### src/rtl/core/fkn_pkg.sv
package fkn_pkg;

  localparam int unsigned CfgIdxW  = 2;
  localparam int unsigned CfgDataW = 1;

  typedef enum logic [CfgIdxW-1:0] {
    CFG_VLAN_AGN   = 2'd0,
    CFG_ASPACE_AGN = 2'd1,
    CFG_MPLS_AGN   = 2'd2
  } cfg_idx_e;

  localparam logic [15:0] GroupUnknown   = 16'hFFFF;
  localparam logic [7:0]  ProtoIcmp4     = 8'd1;
  localparam logic [7:0]  ProtoIcmp6     = 8'd58;
  localparam logic [63:0] MappedZeroLow  = 64'h0000_FFFF_0000_0000;

  localparam logic [15:0] Icmp4EchoRep   = 16'd0;
  localparam logic [15:0] Icmp4EchoReq   = 16'd8;
  localparam logic [15:0] Icmp4RtrAdv    = 16'd9;
  localparam logic [15:0] Icmp4RtrSol    = 16'd10;
  localparam logic [15:0] Icmp6EchoRep   = 16'd129;
  localparam logic [15:0] Icmp6EchoReq   = 16'd128;
  localparam logic [15:0] Icmp6RtrAdv    = 16'd134;
  localparam logic [15:0] Icmp6RtrSol    = 16'd133;

  typedef struct packed {
    logic vlan;
    logic aspace;
    logic mpls;
  } agn_cfg_t;

  typedef struct packed {
    logic        frag;
    logic        v4;
    logic [63:0] su;
    logic [63:0] sl;
    logic [63:0] du;
    logic [63:0] dl;
    logic [15:0] sp;
    logic [15:0] dp;
    logic [7:0]  proto;
    logic [7:0]  ptype;
    logic [11:0] vlan;
    logic [19:0] mpls;
    logic [31:0] aspace;
    logic [15:0] grp_ing;
    logic [15:0] grp_egr;
  } flow_t;

  typedef struct packed {
    flow_t flow;
    logic  lt;
    logic  eq;
    logic  port_lt;
  } cmp_t;

  typedef struct packed {
    logic [63:0] low_addr_upper;
    logic [63:0] low_addr_lower;
    logic [63:0] high_addr_upper;
    logic [63:0] high_addr_lower;
    logic [31:0] key_ports;
    logic [31:0] key_groups;
    logic [11:0] key_vlan;
    logic [19:0] key_mpls;
    logic [31:0] key_addr_space;
    logic [16:0] key_meta;
    logic        swapped;
  } key_t;

endpackage

### src/rtl/core/fkn_if.sv
interface fkn_flow_if;
  logic        valid;
  logic        ready;
  logic        kind;
  logic        both_ipv4;
  logic [63:0] src_addr_upper;
  logic [63:0] src_addr_lower;
  logic [63:0] dst_addr_upper;
  logic [63:0] dst_addr_lower;
  logic [31:0] ports_or_id;
  logic [15:0] proto_and_type;
  logic [11:0] vlan_id;
  logic [19:0] mpls_in;
  logic [31:0] addr_space_in;
  logic [31:0] groups_in;

  modport source (
    output valid, kind, both_ipv4, src_addr_upper, src_addr_lower, dst_addr_upper,
           dst_addr_lower, ports_or_id, proto_and_type, vlan_id, mpls_in,
           addr_space_in, groups_in,
    input  ready
  );
  modport sink (
    input  valid, kind, both_ipv4, src_addr_upper, src_addr_lower, dst_addr_upper,
           dst_addr_lower, ports_or_id, proto_and_type, vlan_id, mpls_in,
           addr_space_in, groups_in,
    output ready
  );
endinterface

interface fkn_key_if;
  logic        valid;
  logic        ready;
  logic [63:0] low_addr_upper;
  logic [63:0] low_addr_lower;
  logic [63:0] high_addr_upper;
  logic [63:0] high_addr_lower;
  logic [31:0] key_ports;
  logic [31:0] key_groups;
  logic [11:0] key_vlan;
  logic [19:0] key_mpls;
  logic [31:0] key_addr_space;
  logic [16:0] key_meta;
  logic        swapped;

  modport source (
    output valid, low_addr_upper, low_addr_lower, high_addr_upper, high_addr_lower,
           key_ports, key_groups, key_vlan, key_mpls, key_addr_space, key_meta,
           swapped,
    input  ready
  );
  modport sink (
    input  valid, low_addr_upper, low_addr_lower, high_addr_upper, high_addr_lower,
           key_ports, key_groups, key_vlan, key_mpls, key_addr_space, key_meta,
           swapped,
    output ready
  );
endinterface

### src/rtl/core/fkn_icmp.sv
module fkn_icmp (
  input  logic          clk_i,
  input  logic          rst_ni,
  input  logic          valid_i,
  output logic          ready_o,
  input  fkn_pkg::flow_t flow_i,
  output logic          valid_o,
  input  logic          ready_i,
  output fkn_pkg::flow_t flow_o
);

  logic           valid_q;
  fkn_pkg::flow_t flow_d, flow_q;
  logic           icmp6, icmp4;
  logic [15:0]    t_rep, t_req, t_adv, t_sol;
  logic [63:0]    zero_lower;

  always_comb begin
    icmp6      = (flow_i.proto == fkn_pkg::ProtoIcmp6) && !flow_i.v4;
    icmp4      = (flow_i.proto == fkn_pkg::ProtoIcmp4);
    t_rep      = icmp6 ? fkn_pkg::Icmp6EchoRep : fkn_pkg::Icmp4EchoRep;
    t_req      = icmp6 ? fkn_pkg::Icmp6EchoReq : fkn_pkg::Icmp4EchoReq;
    t_adv      = icmp6 ? fkn_pkg::Icmp6RtrAdv  : fkn_pkg::Icmp4RtrAdv;
    t_sol      = icmp6 ? fkn_pkg::Icmp6RtrSol  : fkn_pkg::Icmp4RtrSol;
    zero_lower = icmp6 ? 64'd0 : fkn_pkg::MappedZeroLow;
    flow_d     = flow_i;
    if (icmp6 || icmp4) begin
      if (flow_i.sp == t_rep) begin
        flow_d.dp = t_req;
        flow_d.sp = 16'd0;
      end else if (flow_i.sp == t_adv) begin
        flow_d.dp = t_sol;
        flow_d.sp = 16'd0;
        flow_d.su = 64'd0;
        flow_d.sl = zero_lower;
      end else begin
        flow_d.dp = 16'd0;
        if (flow_i.sp == t_sol) begin
          flow_d.du = 64'd0;
          flow_d.dl = zero_lower;
        end
      end
    end
  end

  assign ready_o = !valid_q || ready_i;
  assign valid_o = valid_q;
  assign flow_o  = flow_q;

  always_ff @(posedge clk_i or negedge rst_ni) begin
    if (!rst_ni) begin
      valid_q <= 1'b0;
    end else if (ready_o) begin
      valid_q <= valid_i;
    end
  end

  always_ff @(posedge clk_i) begin
    if (valid_i && ready_o) begin
      flow_q <= flow_d;
    end
  end

endmodule

### src/rtl/core/fkn_cmp.sv
module fkn_cmp (
  input  logic           clk_i,
  input  logic           rst_ni,
  input  logic           valid_i,
  output logic           ready_o,
  input  fkn_pkg::flow_t flow_i,
  output logic           valid_o,
  input  logic           ready_i,
  output fkn_pkg::cmp_t  cmp_o
);

  logic          valid_q;
  fkn_pkg::cmp_t cmp_d, cmp_q;

  always_comb begin
    cmp_d.flow    = flow_i;
    cmp_d.port_lt = flow_i.sp < flow_i.dp;
    if (flow_i.v4) begin
      cmp_d.lt = flow_i.sl[31:0] < flow_i.dl[31:0];
      cmp_d.eq = flow_i.sl[31:0] == flow_i.dl[31:0];
    end else begin
      cmp_d.lt = {flow_i.su, flow_i.sl} < {flow_i.du, flow_i.dl};
      cmp_d.eq = {flow_i.su, flow_i.sl} == {flow_i.du, flow_i.dl};
    end
  end

  assign ready_o = !valid_q || ready_i;
  assign valid_o = valid_q;
  assign cmp_o   = cmp_q;

  always_ff @(posedge clk_i or negedge rst_ni) begin
    if (!rst_ni) begin
      valid_q <= 1'b0;
    end else if (ready_o) begin
      valid_q <= valid_i;
    end
  end

  always_ff @(posedge clk_i) begin
    if (valid_i && ready_o) begin
      cmp_q <= cmp_d;
    end
  end

  a_lt_eq_excl: assert property (@(posedge clk_i) disable iff (!rst_ni)
    valid_q |-> !(cmp_q.lt && cmp_q.eq))
    else $error("address compare both below and equal");

endmodule

### src/rtl/core/fkn_order.sv
module fkn_order (
  input  logic              clk_i,
  input  logic              rst_ni,
  input  fkn_pkg::agn_cfg_t cfg_i,
  input  logic              valid_i,
  output logic              ready_o,
  input  fkn_pkg::cmp_t     cmp_i,
  output logic              valid_o,
  input  logic              ready_i,
  output fkn_pkg::key_t     key_o
);

  logic          valid_q;
  fkn_pkg::key_t key_d, key_q;
  fkn_pkg::flow_t f;
  logic          addr_swap, rev, grp_known;

  always_comb begin
    f         = cmp_i.flow;
    addr_swap = !f.frag && !cmp_i.lt && !cmp_i.eq;
    rev       = !f.frag && !cmp_i.lt && (!cmp_i.eq || !cmp_i.port_lt);
    grp_known = (f.grp_ing != fkn_pkg::GroupUnknown) &&
                (f.grp_egr != fkn_pkg::GroupUnknown);

    key_d.low_addr_upper  = addr_swap ? f.du : f.su;
    key_d.low_addr_lower  = addr_swap ? f.dl : f.sl;
    key_d.high_addr_upper = addr_swap ? f.su : f.du;
    key_d.high_addr_lower = addr_swap ? f.sl : f.dl;
    key_d.key_ports       = rev ? {f.sp, f.dp} : {f.dp, f.sp};
    if (!grp_known) begin
      key_d.key_groups = {fkn_pkg::GroupUnknown, fkn_pkg::GroupUnknown};
    end else if (rev) begin
      key_d.key_groups = {f.grp_ing, f.grp_egr};
    end else begin
      key_d.key_groups = {f.grp_egr, f.grp_ing};
    end
    key_d.key_vlan       = cfg_i.vlan   ? 12'd0 : f.vlan;
    key_d.key_mpls       = cfg_i.mpls   ? 20'd0 : f.mpls;
    key_d.key_addr_space = cfg_i.aspace ? 32'd0 : f.aspace;
    key_d.key_meta       = {!f.v4, f.ptype, (f.frag && !f.v4) ? 8'd0 : f.proto};
    key_d.swapped        = rev;
  end

  assign ready_o = !valid_q || ready_i;
  assign valid_o = valid_q;
  assign key_o   = key_q;

  always_ff @(posedge clk_i or negedge rst_ni) begin
    if (!rst_ni) begin
      valid_q <= 1'b0;
    end else if (ready_o) begin
      valid_q <= valid_i;
    end
  end

  always_ff @(posedge clk_i) begin
    if (valid_i && ready_o) begin
      key_q <= key_d;
    end
  end

  a_grp_unknown_pair: assert property (@(posedge clk_i) disable iff (!rst_ni)
    valid_q && (key_q.key_groups[15:0] == fkn_pkg::GroupUnknown)
      |-> key_q.key_groups[31:16] == fkn_pkg::GroupUnknown)
    else $error("unknown group not applied to both sides");

  a_vlan_agn: assert property (@(posedge clk_i) disable iff (!rst_ni)
    valid_q && cfg_i.vlan |-> key_q.key_vlan == 12'd0)
    else $error("vlan tag kept while agnostic");

  a_mpls_agn: assert property (@(posedge clk_i) disable iff (!rst_ni)
    valid_q && cfg_i.mpls |-> key_q.key_mpls == 20'd0)
    else $error("mpls label kept while agnostic");

endmodule

### src/rtl/core/flow_key_normalizer.sv
// An accepted input transaction passes through three registered stages to its key:
// ICMP rewrite, address compare, ordering; one key per cycle while the output is not stalled.
// A stalled output holds each stage in place; ready runs back through all three.
// Reset (rst_ni low, asynchronous) empties the pipeline and clears the agnostic
// registers to zero.
module flow_key_normalizer (
  input  logic                          clk_i,
  input  logic                          rst_ni,
  input  logic                          cfg_we_i,
  input  logic [fkn_pkg::CfgIdxW-1:0]   cfg_idx_i,
  input  logic [fkn_pkg::CfgDataW-1:0]  cfg_data_i,
  fkn_flow_if.sink                      in_i,
  fkn_key_if.source                     out_o
);

  fkn_pkg::agn_cfg_t cfg_q;
  fkn_pkg::flow_t    flow_in;
  fkn_pkg::flow_t    s1_flow;
  fkn_pkg::cmp_t     s2_cmp;
  fkn_pkg::key_t     s3_key;
  logic              s1_valid, s1_ready, s2_valid, s2_ready;

  always_ff @(posedge clk_i or negedge rst_ni) begin
    if (!rst_ni) begin
      cfg_q <= '0;
    end else if (cfg_we_i) begin
      case (cfg_idx_i)
        fkn_pkg::CFG_VLAN_AGN:   cfg_q.vlan   <= cfg_data_i[0];
        fkn_pkg::CFG_ASPACE_AGN: cfg_q.aspace <= cfg_data_i[0];
        fkn_pkg::CFG_MPLS_AGN:   cfg_q.mpls   <= cfg_data_i[0];
        default: ;
      endcase
    end
  end

  always_comb begin
    flow_in.frag    = in_i.kind;
    flow_in.v4      = in_i.both_ipv4;
    flow_in.su      = in_i.src_addr_upper;
    flow_in.sl      = in_i.src_addr_lower;
    flow_in.du      = in_i.dst_addr_upper;
    flow_in.dl      = in_i.dst_addr_lower;
    flow_in.sp      = in_i.ports_or_id[15:0];
    flow_in.dp      = in_i.ports_or_id[31:16];
    flow_in.proto   = in_i.proto_and_type[7:0];
    flow_in.ptype   = in_i.proto_and_type[15:8];
    flow_in.vlan    = in_i.vlan_id;
    flow_in.mpls    = in_i.mpls_in;
    flow_in.aspace  = in_i.addr_space_in;
    flow_in.grp_ing = in_i.groups_in[15:0];
    flow_in.grp_egr = in_i.groups_in[31:16];
  end

  fkn_icmp u_icmp (
    .clk_i   (clk_i),
    .rst_ni  (rst_ni),
    .valid_i (in_i.valid),
    .ready_o (in_i.ready),
    .flow_i  (flow_in),
    .valid_o (s1_valid),
    .ready_i (s1_ready),
    .flow_o  (s1_flow)
  );

  fkn_cmp u_cmp (
    .clk_i   (clk_i),
    .rst_ni  (rst_ni),
    .valid_i (s1_valid),
    .ready_o (s1_ready),
    .flow_i  (s1_flow),
    .valid_o (s2_valid),
    .ready_i (s2_ready),
    .cmp_o   (s2_cmp)
  );

  fkn_order u_order (
    .clk_i   (clk_i),
    .rst_ni  (rst_ni),
    .cfg_i   (cfg_q),
    .valid_i (s2_valid),
    .ready_o (s2_ready),
    .cmp_i   (s2_cmp),
    .valid_o (out_o.valid),
    .ready_i (out_o.ready),
    .key_o   (s3_key)
  );

  assign out_o.low_addr_upper  = s3_key.low_addr_upper;
  assign out_o.low_addr_lower  = s3_key.low_addr_lower;
  assign out_o.high_addr_upper = s3_key.high_addr_upper;
  assign out_o.high_addr_lower = s3_key.high_addr_lower;
  assign out_o.key_ports       = s3_key.key_ports;
  assign out_o.key_groups      = s3_key.key_groups;
  assign out_o.key_vlan        = s3_key.key_vlan;
  assign out_o.key_mpls        = s3_key.key_mpls;
  assign out_o.key_addr_space  = s3_key.key_addr_space;
  assign out_o.key_meta        = s3_key.key_meta;
  assign out_o.swapped         = s3_key.swapped;

endmodule
### src/flat_wrapper.sv
// flat-port wrapper written by rule: the top's interface ports become plain ports
module flow_key_normalizer_flat 
  (clk_i, rst_ni, cfg_we_i, cfg_idx_i, cfg_data_i, in_i_valid, in_i_kind, in_i_both_ipv4, in_i_src_addr_upper, in_i_src_addr_lower, in_i_dst_addr_upper, in_i_dst_addr_lower, in_i_ports_or_id, in_i_proto_and_type, in_i_vlan_id, in_i_mpls_in, in_i_addr_space_in, in_i_groups_in, in_i_ready, out_o_valid, out_o_low_addr_upper, out_o_low_addr_lower, out_o_high_addr_upper, out_o_high_addr_lower, out_o_key_ports, out_o_key_groups, out_o_key_vlan, out_o_key_mpls, out_o_key_addr_space, out_o_key_meta, out_o_swapped, out_o_ready);
  fkn_flow_if in_i_i ();
  fkn_key_if out_o_i ();
  input  logic clk_i;
  input  logic rst_ni;
  input  logic cfg_we_i;
  input  logic [fkn_pkg::CfgIdxW-1:0] cfg_idx_i;
  input  logic [fkn_pkg::CfgDataW-1:0] cfg_data_i;
  input wire logic [$bits(in_i_i.valid)-1:0] in_i_valid;
  input wire logic [$bits(in_i_i.kind)-1:0] in_i_kind;
  input wire logic [$bits(in_i_i.both_ipv4)-1:0] in_i_both_ipv4;
  input wire logic [$bits(in_i_i.src_addr_upper)-1:0] in_i_src_addr_upper;
  input wire logic [$bits(in_i_i.src_addr_lower)-1:0] in_i_src_addr_lower;
  input wire logic [$bits(in_i_i.dst_addr_upper)-1:0] in_i_dst_addr_upper;
  input wire logic [$bits(in_i_i.dst_addr_lower)-1:0] in_i_dst_addr_lower;
  input wire logic [$bits(in_i_i.ports_or_id)-1:0] in_i_ports_or_id;
  input wire logic [$bits(in_i_i.proto_and_type)-1:0] in_i_proto_and_type;
  input wire logic [$bits(in_i_i.vlan_id)-1:0] in_i_vlan_id;
  input wire logic [$bits(in_i_i.mpls_in)-1:0] in_i_mpls_in;
  input wire logic [$bits(in_i_i.addr_space_in)-1:0] in_i_addr_space_in;
  input wire logic [$bits(in_i_i.groups_in)-1:0] in_i_groups_in;
  output wire logic [$bits(in_i_i.ready)-1:0] in_i_ready;
  output wire logic [$bits(out_o_i.valid)-1:0] out_o_valid;
  output wire logic [$bits(out_o_i.low_addr_upper)-1:0] out_o_low_addr_upper;
  output wire logic [$bits(out_o_i.low_addr_lower)-1:0] out_o_low_addr_lower;
  output wire logic [$bits(out_o_i.high_addr_upper)-1:0] out_o_high_addr_upper;
  output wire logic [$bits(out_o_i.high_addr_lower)-1:0] out_o_high_addr_lower;
  output wire logic [$bits(out_o_i.key_ports)-1:0] out_o_key_ports;
  output wire logic [$bits(out_o_i.key_groups)-1:0] out_o_key_groups;
  output wire logic [$bits(out_o_i.key_vlan)-1:0] out_o_key_vlan;
  output wire logic [$bits(out_o_i.key_mpls)-1:0] out_o_key_mpls;
  output wire logic [$bits(out_o_i.key_addr_space)-1:0] out_o_key_addr_space;
  output wire logic [$bits(out_o_i.key_meta)-1:0] out_o_key_meta;
  output wire logic [$bits(out_o_i.swapped)-1:0] out_o_swapped;
  input wire logic [$bits(out_o_i.ready)-1:0] out_o_ready;
  assign in_i_i.valid = in_i_valid;
  assign in_i_i.kind = in_i_kind;
  assign in_i_i.both_ipv4 = in_i_both_ipv4;
  assign in_i_i.src_addr_upper = in_i_src_addr_upper;
  assign in_i_i.src_addr_lower = in_i_src_addr_lower;
  assign in_i_i.dst_addr_upper = in_i_dst_addr_upper;
  assign in_i_i.dst_addr_lower = in_i_dst_addr_lower;
  assign in_i_i.ports_or_id = in_i_ports_or_id;
  assign in_i_i.proto_and_type = in_i_proto_and_type;
  assign in_i_i.vlan_id = in_i_vlan_id;
  assign in_i_i.mpls_in = in_i_mpls_in;
  assign in_i_i.addr_space_in = in_i_addr_space_in;
  assign in_i_i.groups_in = in_i_groups_in;
  assign in_i_ready = in_i_i.ready;
  assign out_o_valid = out_o_i.valid;
  assign out_o_low_addr_upper = out_o_i.low_addr_upper;
  assign out_o_low_addr_lower = out_o_i.low_addr_lower;
  assign out_o_high_addr_upper = out_o_i.high_addr_upper;
  assign out_o_high_addr_lower = out_o_i.high_addr_lower;
  assign out_o_key_ports = out_o_i.key_ports;
  assign out_o_key_groups = out_o_i.key_groups;
  assign out_o_key_vlan = out_o_i.key_vlan;
  assign out_o_key_mpls = out_o_i.key_mpls;
  assign out_o_key_addr_space = out_o_i.key_addr_space;
  assign out_o_key_meta = out_o_i.key_meta;
  assign out_o_swapped = out_o_i.swapped;
  assign out_o_i.ready = out_o_ready;
  flow_key_normalizer u_core (.clk_i(clk_i), .rst_ni(rst_ni), .cfg_we_i(cfg_we_i), .cfg_idx_i(cfg_idx_i), .cfg_data_i(cfg_data_i), .in_i(in_i_i), .out_o(out_o_i));
endmodule
### config.mk
export PLATFORM = sky130hd
export DESIGN_NAME = flow_key_normalizer_flat
export DESIGN_NICKNAME = d
export VERILOG_FILES = /design/src/rtl/core/fkn_pkg.sv /design/src/rtl/core/fkn_if.sv /design/src/rtl/core/fkn_icmp.sv /design/src/rtl/core/fkn_cmp.sv /design/src/rtl/core/fkn_order.sv /design/src/rtl/core/flow_key_normalizer.sv /design/src/flat_wrapper.sv
export SDC_FILE = /design/constraint.sdc
export NUM_CORES = 1
export LEC_CHECK = 0
export ABC_AREA = 1
export BUFFER_PORTS_ARGS = -buffer_cell sky130_fd_sc_hd__buf_2
export CORE_MARGIN = 10
export CORE_UTILIZATION = 45
export CTS_CLUSTER_SIZE = 12
export DETAILED_ROUTE_END_ITERATION = 7
export GPL_ROUTABILITY_DRIVEN = 0
export PLACE_DENSITY = 0.7
export SYNTH_ARGS = -nofsm -noshare
export SYNTH_HDL_FRONTEND = slang
export SYNTH_HIERARCHICAL = 1
export SYNTH_SLANG_ARGS = --single-unit
### constraint.sdc
create_clock -name clk_i -period 22.6 [get_ports clk_i]
set_input_delay 0 -clock clk_i [delete_from_list [all_inputs] [get_ports clk_i]]
set_output_delay 0 -clock clk_i [all_outputs]
set_load 0.01 [all_outputs]
* Word level (Yosys, flattened, before mapping)
Cells that the tools add are included.
** Storage, ports and cells
- Flip-flop bits (word level) :: 1215
- Input bits :: 410
- Output and inout bits :: 404
** Operators by class
- $lt $le $gt $ge :: 3
- Eq/ne operators :: 11
- Muxes and demuxes :: 20
- Reduce and logical (&&, ||, !) cells :: 27
** Operator list (count)
- $mux W128 :: 3
- $mux W288 :: 1
- $mux W256 :: 1
- $mux W64 :: 4
- $eq A128 B128 Y1 :: 1
- $lt A128 B128 Y1 :: 1
- $mux W32 :: 3
- $eq A16 B8 Y1 :: 3
- $mux W48 :: 1
- $mux W8 :: 5
- $eq A32 B32 Y1 :: 1
- $lt A32 B32 Y1 :: 1
- $ne A16 B16 Y1 const B :: 2
- $lt A16 B16 Y1 :: 1
- $mux W16 :: 1
- $logic_and A1 B1 Y1 :: 9
- $logic_not A1 Y1 :: 9
- $eq A8 B1 Y1 const B :: 1
- $eq A8 B6 Y1 const B :: 1
- $reduce_and A2 Y1 :: 3
- $logic_or A1 B1 Y1 :: 5
- $eq A2 B1 Y1 const B :: 1
- $eq A2 B2 Y1 const B :: 1
- $logic_not A2 Y1 :: 1
- $mux W2 :: 1

* Depth between registers and ports, before layout
- Depth after elaboration :: 8
- Mapped depth :: 18

* Cells and area by module
Netlist, hierarchy kept.
** Modules (own cells, without submodules)
- fkn_order :: instances 1, cells an instance 1520, area an instance 16883.7 µm², seq. area each 12096.6 µm²
- fkn_cmp :: instances 1, cells an instance 1030, area an instance 16040.4 µm², seq. area each 12186.7 µm²
- fkn_icmp :: instances 1, cells an instance 1068, area an instance 14841.7 µm², seq. area each 12096.6 µm²
- flow_key_normalizer :: instances 1, cells an instance 18, area an instance 142.6 µm², seq. area each 75.1 µm²

* Worst setup path after synthesis
Ideal clock, no wire load.
- Path type :: flip-flop to flip-flop
- Start :: register u_core.u_order.valid_q, in the netlist u_core/u_order/valid_o
- End :: register u_core.u_cmp.cmp_q, in the netlist u_core/u_cmp/cmp_o[0], enable pin
- Setup time :: 1.307 ns
- Arrival time :: 19.866 ns
- Slack :: 1.428 ns
- Cell stages (with the launch flop) :: 4
- Buffers on the path :: 0
- Period minus slack after synthesis :: 21.172 ns
- Cells stage by stage :: dfrtp_1 > nand2_1 > inv_1 > a21oi_1
** On the way
- Longest elaborated chain between the ends :: 4
** Ends and longest elaborated chain
- start: declaration :: line fkn_order.sv:13 : logic valid_q;
- start signal: assignment :: line fkn_order.sv:52 : valid_q <= valid_i;
- $logic_not A1 Y1 :: line fkn_order.sv:44 : assign ready_o = !valid_q || ready_i;
- $logic_or A1 B1 Y1 :: line fkn_order.sv:44
- via u_core.s2_ready :: line flow_key_normalizer.sv:21 : logic s1_valid, s1_ready, s2_valid, s2_ready;
- $logic_or A1 B1 Y1 :: line fkn_cmp.sv:27 : assign ready_o = !valid_q || ready_i;
- $logic_and A1 B1 Y1 :: line fkn_cmp.sv:40 : if (valid_i && ready_o) begin
- end signal: assignment :: line fkn_cmp.sv:41 : cmp_q <= cmp_d;
- end: declaration :: line fkn_cmp.sv:13 : fkn_pkg::cmp_t cmp_d, cmp_q;
The timed path passes the listed nets, and every way through them passes these cells.
A chain may end at the register's enable or synchronous reset.

==> impl_metrics.tcl <==
set metrics [dict create \
    hpwl_mm 92.1 \
    portBuffers 813 \
    routed_wl_mm 139 \
    grt_max_degree 181 \
    fin_nets 5563 \
    cap_violations 0 \
    crit_path_end_kind "flop" \
    synth_seq_cells 1215 \
    cts-resized-gates 0 \
    crit_type "reg -> reg" \
    path_buf_inv 3 \
    path_clk_slew_ns 0.06 \
    synth_area_sq_um 47900 \
    cp_top_family "buffers and inverters" \
    rsz0062_at_grt "no" \
    start_util 0.454 \
    critical_path_required_ns 23.03 \
    netlist.top_cell.by_area "edfxtp_1" \
    ios 814 \
    min_period_ns 4.37 \
    status "finished, final reports clean" \
    cp_slowest_cell "buf_4" \
    tns_ns 0 \
    start_kind "flop" \
    whs_ns 0.0298 \
    synth_nets 4189 \
    p_leak_uw 0.0270 \
    syn-mean-instance-area_sq_um 13.2 \
    wl_per_cell_um 21.4 \
    critical_path.cell_chain "nor2_4 -> nand2_8 -> buf_4 -> buf_4 -> buf_4 -> o21ai_0" \
    die_h_um 346 \
    cp-startpoint "u_core/u_cmp/cmp_o[404]$_DFFE_PP_" \
    netlist.area_leader.share 0.758 \
    postRouteAntennaNets 0 \
    clock_sinks 1215 \
    dpl_cell_area_sq_um 53300 \
    multi_input_area_sq_um 8180 \
    tightest_slew_ns 1.27 \
    drcViolationCount 0 \
    finalSetupViolCount 0 \
    cts_tree "built" \
    syn_to_final_growth_pct 30.4 \
    ys.flop_type "edfxtp_1" \
    fp.coreArea_sq_um 106000 \
    die_x_um 346 \
    n_fill_cell 7727 \
    r2r_start "u_core/u_cmp/cmp_o[404]$_DFFE_PP_" \
    drtIter0Drc 2895 \
    hold_path.startpoint "in_i_groups_in[25]" \
    synth-edff-count 1209 \
    vias 32500 \
    root_buffer "clkbuf_16" \
    crit_path_frequent_cell "buf_4" \
    hp-class "in -> reg" \
    htree_levels 4 \
    post-cts-setup-buffers 0 \
    slew_violations 0 \
    seq_area_frac_synth 0.761 \
    first_pass_iters 5 \
    stdcell_area_sq_um 62500 \
    antenna_found_initial 20 \
    grt_pass1_vias 33700 \
    vias_per_cell 5.00 \
    clockBufferDepth 3 \
    critPathMaxFanout 142 \
    die_area_sq_um 120000 \
    cts_buffers 130 \
    fmax_mhz 229 \
    ff_latch_area_sq_um 36500 \
    skew_ns 0.0239 \
    rrSetupSlack_ns 18.23 \
    ys_warn_count 6 \
    ys_types 35 \
    synth.most_common_cell "edfxtp_1" \
    overflow 0 \
    cp_data_arrival_time_ns 4.80 \
    p_per_area_nw_per_um2 87.4 \
    syn-instance-count 3636 \
    track_usage 0.225 \
    slew_headroom 0.154 \
    drive_gt1_frac 0.202 \
    fin_crit_sh 0.193 \
    synthArstFlopShare 0.00494 \
    finalHoldViolCount 0 \
    ir_drop_mv 0.0700 \
    insertion_delay_ns 0.73 \
    num_rows 119 \
    grt_pass1_wl_mm 204 \
    max_stage_delay_ns 0.88 \
    synth.top_cells.by_count "1209 x edfxtp_1, 703 x inv_1, 483 x nor2_1" \
    synth.area.top_cells "edfxtp_1 76%, inv_1 5.5%, nor2_1 3.8%" \
]
timing repair:
action                     in CTS  in global routing
setup endpoints to repair       0                  0
hold buffers                  530                  0
hold endpoints to repair      440                  0
layout by cell type, fill, tap and decap left out, types with 6 or more instances in the layout:
master,Yosys,layout
edfxtp_1,1209,1209
o21ai_1,102,102
buf_4,15,17
clkbuf_1,32,40
inv_6,0,6
diode_2,0,12
dfrtp_1,6,6
nor2_4,6,7
clkbuf_16,0,134
o21ai_0,123,123
nor2_1,483,482
clkinv_1,0,21
buf_2,57,813
dlygate4sd3_1,0,530
nand4_1,23,23
nand2_1,411,411
nor2_2,14,14
o21a_1,6,6
nor3_1,13,13
ha_1,143,143
nand3_1,51,51
a21oi_1,197,194
inv_1,703,703
where the power goes:
| part | internal, uW | switching (uW) | total [uW] |
|---|---|---|---|
| registers | 2760 | 110 | 2870 |
| logic | 234 | 387 | 621 |
| clock network | 1110 | 851 | 1970 |
flip-flops by register name, summed over array words and instances (netlist names):
signal                  flops
u_core/u_order/key_o      402
u_core/u_cmp/valid_o        1
u_core/u_cmp/cmp_o        405
u_core/cfg_q                3
u_core/u_order/valid_o      1
u_core/u_icmp/valid_o       1
u_core/u_icmp/flow_o      402
kinds of logic after synthesis:
family / synth area share
flops: 0.761
simple gates: 0.0858
buf+inv: 0.0698
compound gates: 0.0461
fa+ha+maj: 0.0373
metal layers:
layer,vias to the layer above,track usage,wire length [um]
met5,-,0,59
met4,8,0.146,9280
met3,447,0.0560,11500
met2,1671,0.385,69500
met1,15400,0.249,48700
li1,14900,-,-
stage by stage:
step | std cells | setup slack [ns] | utilization | power (uW)
after floorplan | 3636 | 1.43 | - | 3310
after global placement | 5739 | 18.47 | 0.505 | 3430
after detailed placement | 5739 | 18.36 | 0.505 | 3450
after CTS | 6486 | 18.31 | 0.591 | 5470
after global routing | 6497 | 17.84 | 0.592 | 5660
final | 6498 | 18.23 | 0.592 | 5460
final timing paths:
| path | end | cells past startpoint |
|---|---|---|
| max in group asynchronous | u_core/cfg_q[1]$_DFFE_PN0P_ | 3 |
| worst min register to register | u_core/u_cmp/cmp_o[41]$_DFFE_PP_ | 0 |
| worst max-delay path | u_core/u_order/key_o[243]$_DFFE_PP_ | 6 |
| min in group asynchronous | u_core/cfg_q[0]$_DFFE_PN0P_ | 3 |
| worst max register to register | u_core/u_order/key_o[243]$_DFFE_PP_ | 6 |
| worst min-delay path | u_core/u_icmp/flow_o[9]$_DFFE_PP_ | 2 |
cell type report:
class	count	share of cell area
inverter	705	0.0424
clock inverter	42	0.00533
timing repair buffer	1363	0.153
antenna	12	0.000481
tap	1391	0.0279
multi-input combinational	1595	0.131
sequential	1215	0.584
clock buffer	175	0.0563
No activity file was read; power rests on OpenSTA's default activity.
